<file path="src/hw/rtl/sea_pkg.sv">
`timescale 1ns / 1ps
// ----------------------------------------------------------------------------
// sea_pkg
// shared types, codes and constants of the software event arbiter
// ----------------------------------------------------------------------------
package sea_pkg;

    localparam int NUM_EVENTS_DEF = 8;
    localparam int SLOT_W = 3;
    localparam int MASK_W = 8;
    localparam logic [63:0] PRIO_MAX = 64'h0000_0000_ffff_ffff;

    typedef enum logic [3:0] {
        OP_REGISTER   = 4'd0,
        OP_UNREGISTER = 4'd1,
        OP_ENABLE     = 4'd2,
        OP_DISABLE    = 4'd3,
        OP_RAISE      = 4'd4,
        OP_INJECT     = 4'd5,
        OP_SET_PRIO   = 4'd6,
        OP_SET_CFG    = 4'd7,
        OP_MASK       = 4'd8,
        OP_UNMASK     = 4'd9,
        OP_PROCESS    = 4'd10,
        OP_COMPLETE   = 4'd11,
        OP_READ       = 4'd12
    } op_t;

    typedef enum logic [2:0] {
        RC_OK              = 3'd0,
        RC_NOT_SUPPORTED   = 3'd1,
        RC_INVALID_PARAM   = 3'd2,
        RC_INVALID_STATE   = 3'd3,
        RC_ALREADY_STARTED = 3'd4,
        RC_ALREADY_STOPPED = 3'd5,
        RC_NOTHING_RUNNING = 3'd6
    } rc_t;

    typedef enum logic [1:0] {
        ST_UNUSED     = 2'd0,
        ST_REGISTERED = 2'd1,
        ST_ENABLED    = 2'd2,
        ST_RUNNING    = 2'd3
    } est_t;

    localparam logic [1:0] REG_AVAIL = 2'd0;
    localparam logic [1:0] REG_INJ   = 2'd1;

    // controller to datapath
    typedef struct packed {
        logic load;   // capture request, clear scan
        logic scan;   // visit one slot
        logic exec;   // commit the operation
    } sea_cmd_t;

    // datapath to controller
    typedef struct packed {
        logic scan_last;
    } sea_sts_t;

    typedef struct packed {
        rc_t         status;
        logic        taken;
        logic        delivered;
        logic [2:0]  event_slot;
        logic [63:0] deliv_pc;
        logic [63:0] deliv_arg;
        logic [3:0]  status_word;
    } sea_res_t;

endpackage

</file>
<file path="src/hw/rtl/sea_ctrl.sv">
`timescale 1ns / 1ps
// ----------------------------------------------------------------------------
// sea_ctrl
// sequencer: load request, scan slots, execute, hold result
// ----------------------------------------------------------------------------
module sea_ctrl (
    input  logic            aclk,
    input  logic            aresetn,
    input  logic            in_fire,
    input  logic            out_fire,
    input  sea_pkg::sea_sts_t sts,
    output sea_pkg::sea_cmd_t cmd,
    output logic            in_ready,
    output logic            out_valid
);
    import sea_pkg::*;

    typedef enum logic [3:0] {
        S_IDLE = 4'b0001,
        S_SCAN = 4'b0010,
        S_EXEC = 4'b0100,
        S_OUT  = 4'b1000
    } fsm_t;

    fsm_t state_reg, state_next;

    always_comb begin
        state_next = state_reg;
        cmd = '0;
        unique case (state_reg)
            S_IDLE: begin
                cmd.load = in_fire;
                if (in_fire) state_next = S_SCAN;
            end
            S_SCAN: begin
                cmd.scan = 1'b1;
                if (sts.scan_last) state_next = S_EXEC;
            end
            S_EXEC: begin
                cmd.exec = 1'b1;
                state_next = S_OUT;
            end
            S_OUT: begin
                if (out_fire) state_next = S_IDLE;
            end
            default: state_next = S_IDLE;
        endcase
    end

    assign in_ready  = (state_reg == S_IDLE);
    assign out_valid = (state_reg == S_OUT);

    always_ff @(posedge aclk) begin
        if (!aresetn) state_reg <= S_IDLE;
        else          state_reg <= state_next;
    end

    a_onehot: assert property (@(posedge aclk) disable iff (!aresetn)
        $onehot(state_reg)) else $error("state not one-hot");
    a_exec_out: assert property (@(posedge aclk) disable iff (!aresetn)
        cmd.exec |=> out_valid) else $error("exec without result");
    a_load_scan: assert property (@(posedge aclk) disable iff (!aresetn)
        cmd.load |=> cmd.scan) else $error("load without scan");
endmodule

</file>
<file path="src/hw/rtl/sea_dp.sv">
`timescale 1ns / 1ps
// ----------------------------------------------------------------------------
// sea_dp
// event slot table, ranking scan and operation execution
// ----------------------------------------------------------------------------
module sea_dp #(
    parameter int NUM_EVENTS = sea_pkg::NUM_EVENTS_DEF
) (
    input  logic              aclk,
    input  logic              aresetn,
    input  sea_pkg::sea_cmd_t cmd,
    output sea_pkg::sea_sts_t sts,
    input  logic [3:0]        in_op,
    input  logic [2:0]        in_slot,
    input  logic [63:0]       in_value,
    input  logic [63:0]       in_arg,
    input  logic              in_allowed,
    input  logic [7:0]        avail_mask,
    input  logic [7:0]        inj_mask,
    output sea_pkg::sea_res_t res
);
    import sea_pkg::*;

    localparam int IW = (NUM_EVENTS > 1) ? $clog2(NUM_EVENTS) : 1;
    localparam int CW = $clog2(NUM_EVENTS + 1);

    est_t        st_reg   [NUM_EVENTS];
    logic [NUM_EVENTS-1:0] pend_reg, once_reg;
    logic [31:0] prio_reg [NUM_EVENTS];
    logic [63:0] pc_reg   [NUM_EVENTS];
    logic [63:0] arg_reg  [NUM_EVENTS];
    logic        unmask_reg, kick_reg;

    logic [3:0]  op_reg;
    logic [2:0]  slot_reg;
    logic [63:0] value_reg, harg_reg;
    logic        allowed_reg;

    logic [CW-1:0] idx_reg;
    logic          nx_v_reg, run_v_reg;
    logic [IW-1:0] nx_reg, run_reg;
    logic [31:0]   nx_p_reg, run_p_reg;
    sea_res_t      res_reg;
    sea_res_t      res_next;

    function automatic logic in_op_is_slot(input logic [3:0] op);
        return (op <= 4'(OP_SET_CFG)) || (op == 4'(OP_READ));
    endfunction

    logic [IW-1:0] ci;
    assign ci = idx_reg[IW-1:0];
    assign sts.scan_last = (idx_reg == CW'(NUM_EVENTS - 1));

    logic sc_nx, sc_run;
    always_comb begin
        // ties keep the earlier slot since scan ascends
        sc_nx  = (st_reg[ci] == ST_ENABLED) && pend_reg[ci] &&
                 (!nx_v_reg || prio_reg[ci] < nx_p_reg);
        sc_run = (st_reg[ci] == ST_RUNNING) &&
                 (!run_v_reg || prio_reg[ci] < run_p_reg);
    end

    logic [IW-1:0] s;
    logic present, inj, nx_wins;
    est_t cst;
    always_comb begin
        s = IW'(slot_reg);
        present = (32'(slot_reg) < NUM_EVENTS) && avail_mask[slot_reg];
        inj = inj_mask[slot_reg];
        cst = (32'(slot_reg) < NUM_EVENTS) ? st_reg[s] : ST_UNUSED;
        nx_wins = nx_v_reg && unmask_reg &&
                  (!run_v_reg || nx_p_reg < run_p_reg ||
                   (nx_p_reg == run_p_reg && nx_reg < run_reg));
    end

    // response of the captured request
    always_comb begin
        res_next = '0;
        res_next.status = RC_OK;
        if (in_op_is_slot(op_reg) && !present) begin
            res_next.status = RC_NOT_SUPPORTED;
        end else begin
            unique case (op_reg)
                OP_REGISTER: begin
                    if (value_reg[0] || !allowed_reg)
                        res_next.status = RC_INVALID_PARAM;
                    else if (cst != ST_UNUSED)
                        res_next.status = RC_INVALID_STATE;
                end
                OP_UNREGISTER: begin
                    if (cst != ST_REGISTERED) res_next.status = RC_INVALID_STATE;
                end
                OP_ENABLE: begin
                    if (cst != ST_REGISTERED) res_next.status = RC_INVALID_STATE;
                end
                OP_DISABLE: begin
                    if (cst != ST_ENABLED) res_next.status = RC_INVALID_STATE;
                end
                OP_RAISE: begin
                    res_next.taken = unmask_reg &&
                        (cst == ST_ENABLED || cst == ST_RUNNING);
                end
                OP_INJECT: begin
                    if (!inj) res_next.status = RC_INVALID_PARAM;
                end
                OP_SET_PRIO: begin
                    if (value_reg > PRIO_MAX) res_next.status = RC_INVALID_PARAM;
                    else if (cst == ST_ENABLED || cst == ST_RUNNING)
                        res_next.status = RC_INVALID_STATE;
                end
                OP_SET_CFG: begin
                    if (value_reg[63:1] != '0) res_next.status = RC_INVALID_PARAM;
                    else if (cst == ST_ENABLED || cst == ST_RUNNING)
                        res_next.status = RC_INVALID_STATE;
                end
                OP_MASK: begin
                    if (!unmask_reg) res_next.status = RC_ALREADY_STOPPED;
                end
                OP_UNMASK: begin
                    if (unmask_reg) res_next.status = RC_ALREADY_STARTED;
                end
                OP_PROCESS: begin
                    if (kick_reg && nx_wins) begin
                        res_next.delivered = 1'b1;
                        res_next.event_slot = 3'(nx_reg);
                        res_next.deliv_pc = pc_reg[nx_reg];
                        res_next.deliv_arg = arg_reg[nx_reg];
                    end
                end
                OP_COMPLETE: begin
                    if (!run_v_reg) res_next.status = RC_NOTHING_RUNNING;
                    else res_next.event_slot = 3'(run_reg);
                end
                OP_READ: begin
                    res_next.status_word = {inj, pend_reg[s], cst};
                end
                default: res_next.status = RC_NOT_SUPPORTED;
            endcase
        end
    end

    always_ff @(posedge aclk) begin
        if (cmd.load) begin
            op_reg <= in_op; slot_reg <= in_slot; value_reg <= in_value;
            harg_reg <= in_arg; allowed_reg <= in_allowed;
        end
    end

    always_ff @(posedge aclk) begin
        if (!aresetn) begin
            for (int i = 0; i < NUM_EVENTS; i++) begin
                st_reg[i] <= ST_UNUSED; prio_reg[i] <= '0;
                pc_reg[i] <= '0; arg_reg[i] <= '0;
            end
            pend_reg <= '0; once_reg <= '0;
            unmask_reg <= 1'b0; kick_reg <= 1'b0;
            idx_reg <= '0; nx_v_reg <= 1'b0; run_v_reg <= 1'b0;
        end else if (cmd.load) begin
            idx_reg <= '0; nx_v_reg <= 1'b0; run_v_reg <= 1'b0;
        end else if (cmd.scan) begin
            if (sc_nx) begin
                nx_v_reg <= 1'b1; nx_reg <= ci; nx_p_reg <= prio_reg[ci];
            end
            if (sc_run) begin
                run_v_reg <= 1'b1; run_reg <= ci; run_p_reg <= prio_reg[ci];
            end
            if (!sts.scan_last) idx_reg <= idx_reg + 1'b1;
        end else if (cmd.exec) begin
            res_reg <= res_next;
            if (res_next.status == RC_OK) begin
                unique case (op_reg)
                    OP_REGISTER: begin
                        pc_reg[s] <= value_reg; arg_reg[s] <= harg_reg;
                        st_reg[s] <= ST_REGISTERED;
                    end
                    OP_UNREGISTER: begin
                        st_reg[s] <= ST_UNUSED; pend_reg[s] <= 1'b0;
                        prio_reg[s] <= '0; once_reg[s] <= 1'b0;
                        pc_reg[s] <= '0; arg_reg[s] <= '0;
                    end
                    OP_ENABLE: begin
                        st_reg[s] <= ST_ENABLED;
                        if (pend_reg[s]) kick_reg <= 1'b1;
                    end
                    OP_DISABLE: st_reg[s] <= ST_REGISTERED;
                    OP_RAISE: begin
                        if (cst != ST_UNUSED) begin
                            pend_reg[s] <= 1'b1; kick_reg <= 1'b1;
                        end
                    end
                    OP_INJECT: begin
                        pend_reg[s] <= 1'b1; kick_reg <= 1'b1;
                    end
                    OP_SET_PRIO: prio_reg[s] <= value_reg[31:0];
                    OP_SET_CFG: once_reg[s] <= value_reg[0];
                    OP_MASK: unmask_reg <= 1'b0;
                    OP_UNMASK: begin
                        unmask_reg <= 1'b1; kick_reg <= 1'b1;
                    end
                    OP_PROCESS: begin
                        if (kick_reg && !nx_v_reg) kick_reg <= 1'b0;
                        if (res_next.delivered) begin
                            pend_reg[nx_reg] <= 1'b0;
                            st_reg[nx_reg] <= ST_RUNNING;
                        end
                    end
                    OP_COMPLETE: begin
                        st_reg[run_reg] <= once_reg[run_reg] ? ST_REGISTERED
                                                             : ST_ENABLED;
                        kick_reg <= 1'b1;
                    end
                    default: ;
                endcase
            end
        end
    end

    assign res = res_reg;

    a_nx_en: assert property (@(posedge aclk) disable iff (!aresetn)
        cmd.exec && nx_v_reg |-> st_reg[nx_reg] == ST_ENABLED && pend_reg[nx_reg])
        else $error("next candidate not pending enabled");
    a_run: assert property (@(posedge aclk) disable iff (!aresetn)
        cmd.exec && run_v_reg |-> st_reg[run_reg] == ST_RUNNING)
        else $error("running candidate not running");
    a_idx: assert property (@(posedge aclk) disable iff (!aresetn)
        idx_reg < CW'(NUM_EVENTS)) else $error("scan index out of range");
endmodule

</file>
<file path="src/hw/rtl/software_event_arbiter_top.sv">
`timescale 1ns / 1ps
// ----------------------------------------------------------------------------
// software_event_arbiter_top
// single-hart supervisor software event controller with apb config
// ----------------------------------------------------------------------------
// a request is accepted only in idle; all slots are scanned, the operation
// executes and the result is held until taken before the next is accepted
// the scan visits one slot per cycle for every operation
// reset: synchronous active-low aresetn clears all slots, mask and kick
// after reset available_mask is 0xff and injectable_mask 0xc0
module software_event_arbiter_top #(
    parameter int NUM_EVENTS = sea_pkg::NUM_EVENTS_DEF
) (
    input  logic         aclk,
    input  logic         aresetn,
    input  logic         s_tvalid,
    output logic         s_tready,
    // operation[3:0], slot[6:4], value[70:7], handler_arg[134:71],
    // entry_allowed[135]
    input  logic [135:0] s_tdata,
    output logic         m_tvalid,
    input  logic         m_tready,
    // status[2:0], taken[3], delivered[4], event_slot[7:5], deliv_pc[71:8],
    // deliv_arg[135:72], status_word[139:136], zero fill to 143
    output logic [143:0] m_tdata,
    input  logic         psel,
    input  logic         penable,
    input  logic         pwrite,
    input  logic [2:0]   paddr,
    input  logic [31:0]  pwdata,
    output logic [31:0]  prdata,
    output logic         pready
);
    import sea_pkg::*;

    sea_cmd_t cmd;
    sea_sts_t sts;
    sea_res_t res;
    logic [7:0] avail_reg, inj_reg;

    assign pready = 1'b1;
    always_ff @(posedge aclk) begin
        if (!aresetn) begin
            avail_reg <= 8'hff;
            inj_reg   <= 8'hc0;
        end else if (psel && penable && pwrite) begin
            if (paddr[2] == REG_INJ[0]) inj_reg <= pwdata[7:0];
            else avail_reg <= pwdata[7:0];
        end
    end
    always_comb begin
        prdata = '0;
        if (paddr[2] == REG_INJ[0]) prdata[7:0] = inj_reg;
        else prdata[7:0] = avail_reg;
    end

    sea_ctrl u_ctrl (
        .aclk(aclk), .aresetn(aresetn),
        .in_fire(s_tvalid && s_tready), .out_fire(m_tvalid && m_tready),
        .sts(sts), .cmd(cmd), .in_ready(s_tready), .out_valid(m_tvalid)
    );

    sea_dp #(.NUM_EVENTS(NUM_EVENTS)) u_dp (
        .aclk(aclk), .aresetn(aresetn), .cmd(cmd), .sts(sts),
        .in_op(s_tdata[3:0]), .in_slot(s_tdata[6:4]),
        .in_value(s_tdata[70:7]), .in_arg(s_tdata[134:71]),
        .in_allowed(s_tdata[135]),
        .avail_mask(avail_reg), .inj_mask(inj_reg), .res(res)
    );

    assign m_tdata = {4'b0, res.status_word, res.deliv_arg, res.deliv_pc,
                      res.event_slot, res.delivered, res.taken, res.status};
endmodule

</file>
<file path="config.mk">
export PLATFORM = sky130hd
export DESIGN_NAME = software_event_arbiter_top
export DESIGN_NICKNAME = d
export VERILOG_FILES = /design/src/hw/rtl/sea_pkg.sv /design/src/hw/rtl/sea_ctrl.sv /design/src/hw/rtl/sea_dp.sv /design/src/hw/rtl/software_event_arbiter_top.sv
export SDC_FILE = /design/constraint.sdc
export NUM_CORES = 2
export LEC_CHECK = 0
export BUFFER_PORTS_ARGS = -buffer_cell sky130_fd_sc_hd__buf_2
export CAP_MARGIN = 20
export CORE_MARGIN = 2
export CORE_UTILIZATION = 55
export DETAILED_ROUTE_END_ITERATION = 10
export PLACE_DENSITY = 0.73
export SLEW_MARGIN = 10
export SYNTH_ARGS = -nofsm -noshare
export SYNTH_HDL_FRONTEND = slang
export SYNTH_SLANG_ARGS = --single-unit
</file>
<file path="constraint.sdc">
create_clock -name aclk -period 10.3 [get_ports aclk]
set_clock_uncertainty 0.2 [all_clocks]
set_input_delay 0.515 -clock aclk [delete_from_list [all_inputs] [get_ports aclk]]
set_output_delay 0.515 -clock aclk [all_outputs]
set_load 0.02 [all_outputs]
</file>
* After elaboration in Yosys (flattened, before gate mapping)
Memory sizes are Yosys's and may differ from the RTL's. A register that Yosys moved wholly into a read port is not among the register bits.
Cells that the tools add are included.
** Word-level totals
- Bits in registers :: 390
- Bits in latches :: 0
- RAM bits :: 1296
- Memory bits (read-only) :: 0
- Input bits :: 178
- Output and inout bits :: 179
- Memories :: 4
** Operators by class
- Add/subtract/negate cells :: 1
- $mul :: 0
- Divide/modulo/power cells :: 0
- $lt $le $gt $ge :: 12
- Eq/ne operators :: 31
- Shift operators :: 0
- Muxes and demuxes :: 135
- Bitwise logic cells :: 21
- Reductions and logical operators :: 61
** Memory list
- u_dp.arg_reg :: depth 8, bits a word 64, read ports 1, clocked after memory_dff 1, write ports 8, line sea_dp.sv:31 : logic [63:0] arg_reg [NUM_EVENTS];
- u_dp.pc_reg :: depth 8, bits a word 64, read ports 1, clocked after memory_dff 1, write ports 8, line sea_dp.sv:30 : logic [63:0] pc_reg [NUM_EVENTS];
- u_dp.prio_reg :: depth 8, bits a word 32, read ports 1, clocked after memory_dff 1, write ports 8, line sea_dp.sv:29 : logic [31:0] prio_reg [NUM_EVENTS];
- u_dp.st_reg :: depth 8, bits a word 2, read ports 2, clocked after memory_dff 2, write ports 8, line sea_dp.sv:27 : est_t st_reg [NUM_EVENTS];
** Operator list (number)
- two-way mux 64 bit :: 4
- two-way mux 136 bit :: 1
- two-way mux 132 bit :: 1
- two-way mux 128 bit :: 1
- OR reduction 64 bit :: 2
- less-than comparator 32 bit :: 3
- two-way mux 1 bit :: 71
- greater-than comparator 64 x 32 -> 1 bit, second input constant :: 1
- two-way mux 32 bit :: 2
- nonzero test 63 bit :: 1
- two-way mux 3 bit :: 20
- == test 32 bit :: 1
- one-hot mux 8 bit (4 select lines) :: 1
- OR reduction 32 bit :: 1
- one-hot mux 3 bit (10 select lines) :: 1
- two-way mux 2 bit :: 13
- AND 8 bit :: 3
- == test 4 x 3 -> 1 bit, second input constant :: 6
- == test 4 bit, second input constant :: 6
- two-way mux 8 bit :: 3
- logical AND 1 bit :: 16
- less-than comparator 3 x 4 -> 1 bit, second input constant :: 4
- two-way mux 4 bit :: 4
- inverter 8 bit :: 2
- 34 further kinds :: 93

* Logic depth before layout (Yosys ltp)
- Depth in word-level cells :: 20
- Gate-level depth with buffers :: 15

* Cells and area by module
Synthesis repeated with hierarchy kept, for this count alone.
** Second synthesis, totals
- Cell total of the unflattened synthesis :: 4907
- Area, all modules :: 73310.3 sq um
** Modules (own cells, without submodules)
- sea_dp :: times used 1, cells each 4769, area an instance 72061.6 sq um, sequential area each 49967.9 sq um
- software_event_arbiter_top :: times used 1, cells each 112, area an instance 1037.2 sq um, sequential area each 320.3 sq um
- sea_ctrl :: times used 1, cells each 26, area an instance 211.5 sq um, sequential area each 80.1 sq um

* Least setup slack after synthesis
Ideal clock, no wire load.
- Path kind :: reg2reg
- Start point :: reg with a tool-made name
- End point :: reg u_dp.run_p_reg[0] (read register of u_dp.prio_reg) (enable)
- Arrival :: 9.136 ns
- Path slack :: 0.347 ns
- Cell stages (with the launch flop) :: 15
- Buffers on the path :: 3
- Clock period less this slack :: 9.953 ns
- Cells stage by stage :: dfxtp_1 > clkbuf_1 > buf_1 > buf_1 > mux4_2 > mux2_2 > ha_1 > a21o_1 > a21o_1 > a21oi_1 > o21ai_0 > a21o_1 > a211oi_1 > a21oi_1 > a2111oi_0
** RTL lines
- to (decl) :: line sea_dp.sv:42 : logic [31:0] nx_p_reg, run_p_reg;

==> flow_summary_export.csv <==
group,metric,value,unit
synth,yosys.area_share.simple,11.2,%
placement,post-dp-hpwl,97.4,mm
power_and_ir_drop,p_switching,0.00331,W
power_and_ir_drop,leakagePower,30.8,nW
critical_path,path_depth,11,
global_route,globalRouteMet3Util,4.72,%
sta,rsz0062_at_grt,"false",
cells_and_area,final_common_cell,"edfxtp_1",
synth,yosysUniqueCellTypes,74,
critical_path,reg2reg_from,"u_dp.value_reg[39]",
synth,synth_top_family_by_area,"multiplexers",
critical_path,reg2reg_setup_slack,3.68,ns
critical_path,crit_path_end_kind,"flip-flop",
cells_and_area,design_area,82300,µm²
cells_and_area,drive_gt1_share,20.0,%
critical_path,cpMaxStageDelayCell,"nor4_1",
floorplan,die_area,134000,µm²
placement,placed_area,75500,µm²
global_route,grt_overflow_total,0,
sta,worst_pin_slew,1.16,ns
floorplan,core_area,131000,µm²
floorplan,start_util,55.2,%
synth,synth_mux_area_share,13.0,%
synth,synth_edf_count,1642,
critical_path,r2r_cells,11,
synth,synthAdderAreaFrac,1.68,%
global_route,antenna_found_initial,3,
clocking,cts_buffers,171,
sta,post-route-period-util,64.3,%
drt,drt_iter0_markers,5449,
cells_and_area,mostFrequentLayoutCells,"edfxtp_1, nor2_1, mux4_2",
critical_path,crit_path_max_fanout,45,
global_route,grt_pass1_wl,273,mm
synth,ys_ff_latch,1695,
clocking,clock-sinks,1695,
power_and_ir_drop,power,0.0147,W
clocking,worstSkewPairLatency,0.80,ns
sta,finalMaxSlewViolations,0,
power_and_ir_drop,seq_power_share,54.3,%
power_and_ir_drop,p_int,0.0114,W
cells_and_area,post-route-util,62.8,%
sta,relSlewSlack,22.9,%
sta,finalHoldViolCount,0,
clocking,post-cts-setup-buffers,0,
flow_run,max_cap_viol_count,0,
critical_path,cp_cell_sequence,"nor4_1 -> nand4_1 -> nor3_2 -> nand2b_1 -> a311oi_2 -> nand4_2 -> nor3_2 -> buf_4 -> nand3_4 -> nand2_4 -> buf_4",
critical_path,arrival,6.83,ns
floorplan,fp-row-count,133,
critical_path,worstSetupStartpoint,"u_dp.value_reg[39]",
critical_path,path_delay_family,"simple AND/OR/NAND/NOR gates",
cells_and_area,num-nets-final,5447,
critical_path,cpPeakStageDelay,0.88,ns
critical_path,path_class,"reg -> reg",
power_and_ir_drop,swShare,22.5,%
floorplan,num_io_pins,357,
global_route,grt-busiest-layer,"met2",
drt,firstDrtPassIters,6,
sta,setup_ws,3.68,ns
cells_and_area,fillCellCount,9326,
cells_and_area,areaGrowthSynthToFinish,13.8,%
critical_path,reg2reg_to,"u_dp.pc_reg[3][19]",
critical_path,startpoint_type,"flip-flop",
clocking,h-tree-depth,4,
global_route,met2_usage,44.2,%
global_route,grt_max_degree,155,
synth,syn_area,72300,µm²
critical_path,cp-endpoint,"u_dp.pc_reg[3][19]",
drt,avgViaCountPerCell,6.04,
sta,post-route-min-period,6.62,ns
synth,ys_seq_area_share,69.6,%
drt,drc,0,
drt,via_count,42700,
worst_hold_path,hold_class,"in -> reg",
global_route,grt_use_met1,38.2,%
sta,max_freq,151,MHz
global_route,grt_usage,27.4,%
synth,synth_xor_area_share,0.0484,%
power_and_ir_drop,p_per_area,179,nW/µm²
floorplan,die_w,367,µm
critical_path,worst-path-buf-inv,2,
status,status,"complete, no violations",
power_and_ir_drop,peakVddDrop,0.177,mV
drt,avgRoutedWirePerCell,26.0,µm
synth,syn_area_per_cell,15.2,µm²
sta,finalSetupViolations,0,
synth,ys_warn_count,0,
placement,pre_cts_ws,3.60,ns
floorplan,die_h,367,µm
placement,port_buffers,301,
placement,gp_congestion,0.855,
sta,fin_tns_setup,0,ns
power_and_ir_drop,pwr-share-comb,5.2,%
drt,finalWirelength,184,mm
clocking,cts_root_buf,"clkbuf_16",
synth,synth_compound_area_share,1.87,%
clocking,cts_tree,"done",
synth,synthArstFlopShare,0,%
clocking,clockBufferDepth,3,
clocking,clk_pin_slew_worst_paths,0.06,ns
global_route,grt_pass1_vias,43700,
synth,syn_inst,4770,
power_and_ir_drop,p_clk_share,40.6,%
drt,final_antenna_net_count,0,
critical_path,crit_required,10.51,ns
synth,ys.flop_type,"edfxtp_1",
## layout make-up
cell class,instances,area [µm²],area share [%]
antenna,2,5.00,0.00608
clock buffer,225,4580,5.56
clock inverter,89,736,0.894
inverter,91,347,0.421
multi-input combinational,2705,20500,24.9
sequential,1695,50400,61.2
tap,1755,2200,2.67
timing repair buffer,508,3550,4.31
## power groups by stage
stage,Sequential [W],Clock [W],Combinational [W]
6_report,0.00798,0.00597,0.000761
5_1_grt,0.00800,0.00627,0.000820
4_1_cts,0.00798,0.00602,0.000759
3_5_place_dp,0.00812,0,0.000714
3_3_place_gp,0.00811,0,0.000702
2_1_floorplan,0.00806,0,0.000475
## routing by layer
layer / up-vias / share of wire (%)
li1: 18400 / -
met1: 21500 / 39
met2: 2454 / 48
met3: 341 / 10
met4: 2 / 3.1
met5: - / 0.011
## cells by family (layout without fill, tap and decap cells)
| logic type | count (synthesis) | in the layout |
|---|---|---|
| AND/OR/NAND/NOR | 1848 | 1848 |
| flip-flops | 1695 | 1695 |
| multiplexers | 518 | 518 |
| buffers and inverters | 405 | 913 |
| AO/OA/AOI/OAI | 201 | 201 |
| adder cells (fa/ha/maj) | 97 | 97 |
| XOR/XNOR | 4 | 4 |
| other | 2 | 39 |
## how the worst min path moves through the flow
stage                    start            to  cells past startpoint
global route           aresetn  avail_reg[2]                      2
floorplan           inj_reg[6]    inj_reg[6]                      2
global placement    inj_reg[5]    inj_reg[5]                      2
finish                 penable  avail_reg[5]                      5
detailed placement  inj_reg[6]    inj_reg[6]                      2
CTS                    penable  avail_reg[5]                      5
## cell usage after synthesis, drive strengths merged (8+ instances only)
master	instances	area, µm²
a21oi	40	200
mux2i	137	1370
edfxtp	1642	49300
mux2	47	529
dfxtp	53	1060
and2	258	1610
o41ai	8	70.1
nand2	220	898
nor3	15	90.1
o311ai	9	78.8
nand4	32	206
a21o	22	165
nor4	19	125
ha	97	1210
a21boi	9	67.6
nor2b	12	75.1
mux4	334	7520
a2111oi	9	78.8
nand3	36	180
o21ai	53	265
nor2	1220	4640
inv	90	338
buf	201	1090
clkbuf	113	424
nand2b	10	62.6
## what timing repair did
| item | in CTS | in global routing |
|---|---|---|
| hold buffers | 146 | 0 |
| gates resized for setup | 0 | 0 |
| hold endpoints to repair | 158 | 0 |
## metrics by stage
stage               hold WS (ns)  std cells
finish                    0.0791       7070
global route              0.0955       7068
CTS                       0.0273       7066
detailed placement         0.285       6606
global placement           0.263       6606
floorplan                  0.250       4805
## tightest hold or removal path, delay by kind of cell
family                 cells  cell delay [ns]
AND/OR/NAND/NOR            4             0.39
buffers and inverters      1             0.10
No activity file was read; power rests on OpenSTA's default activity.
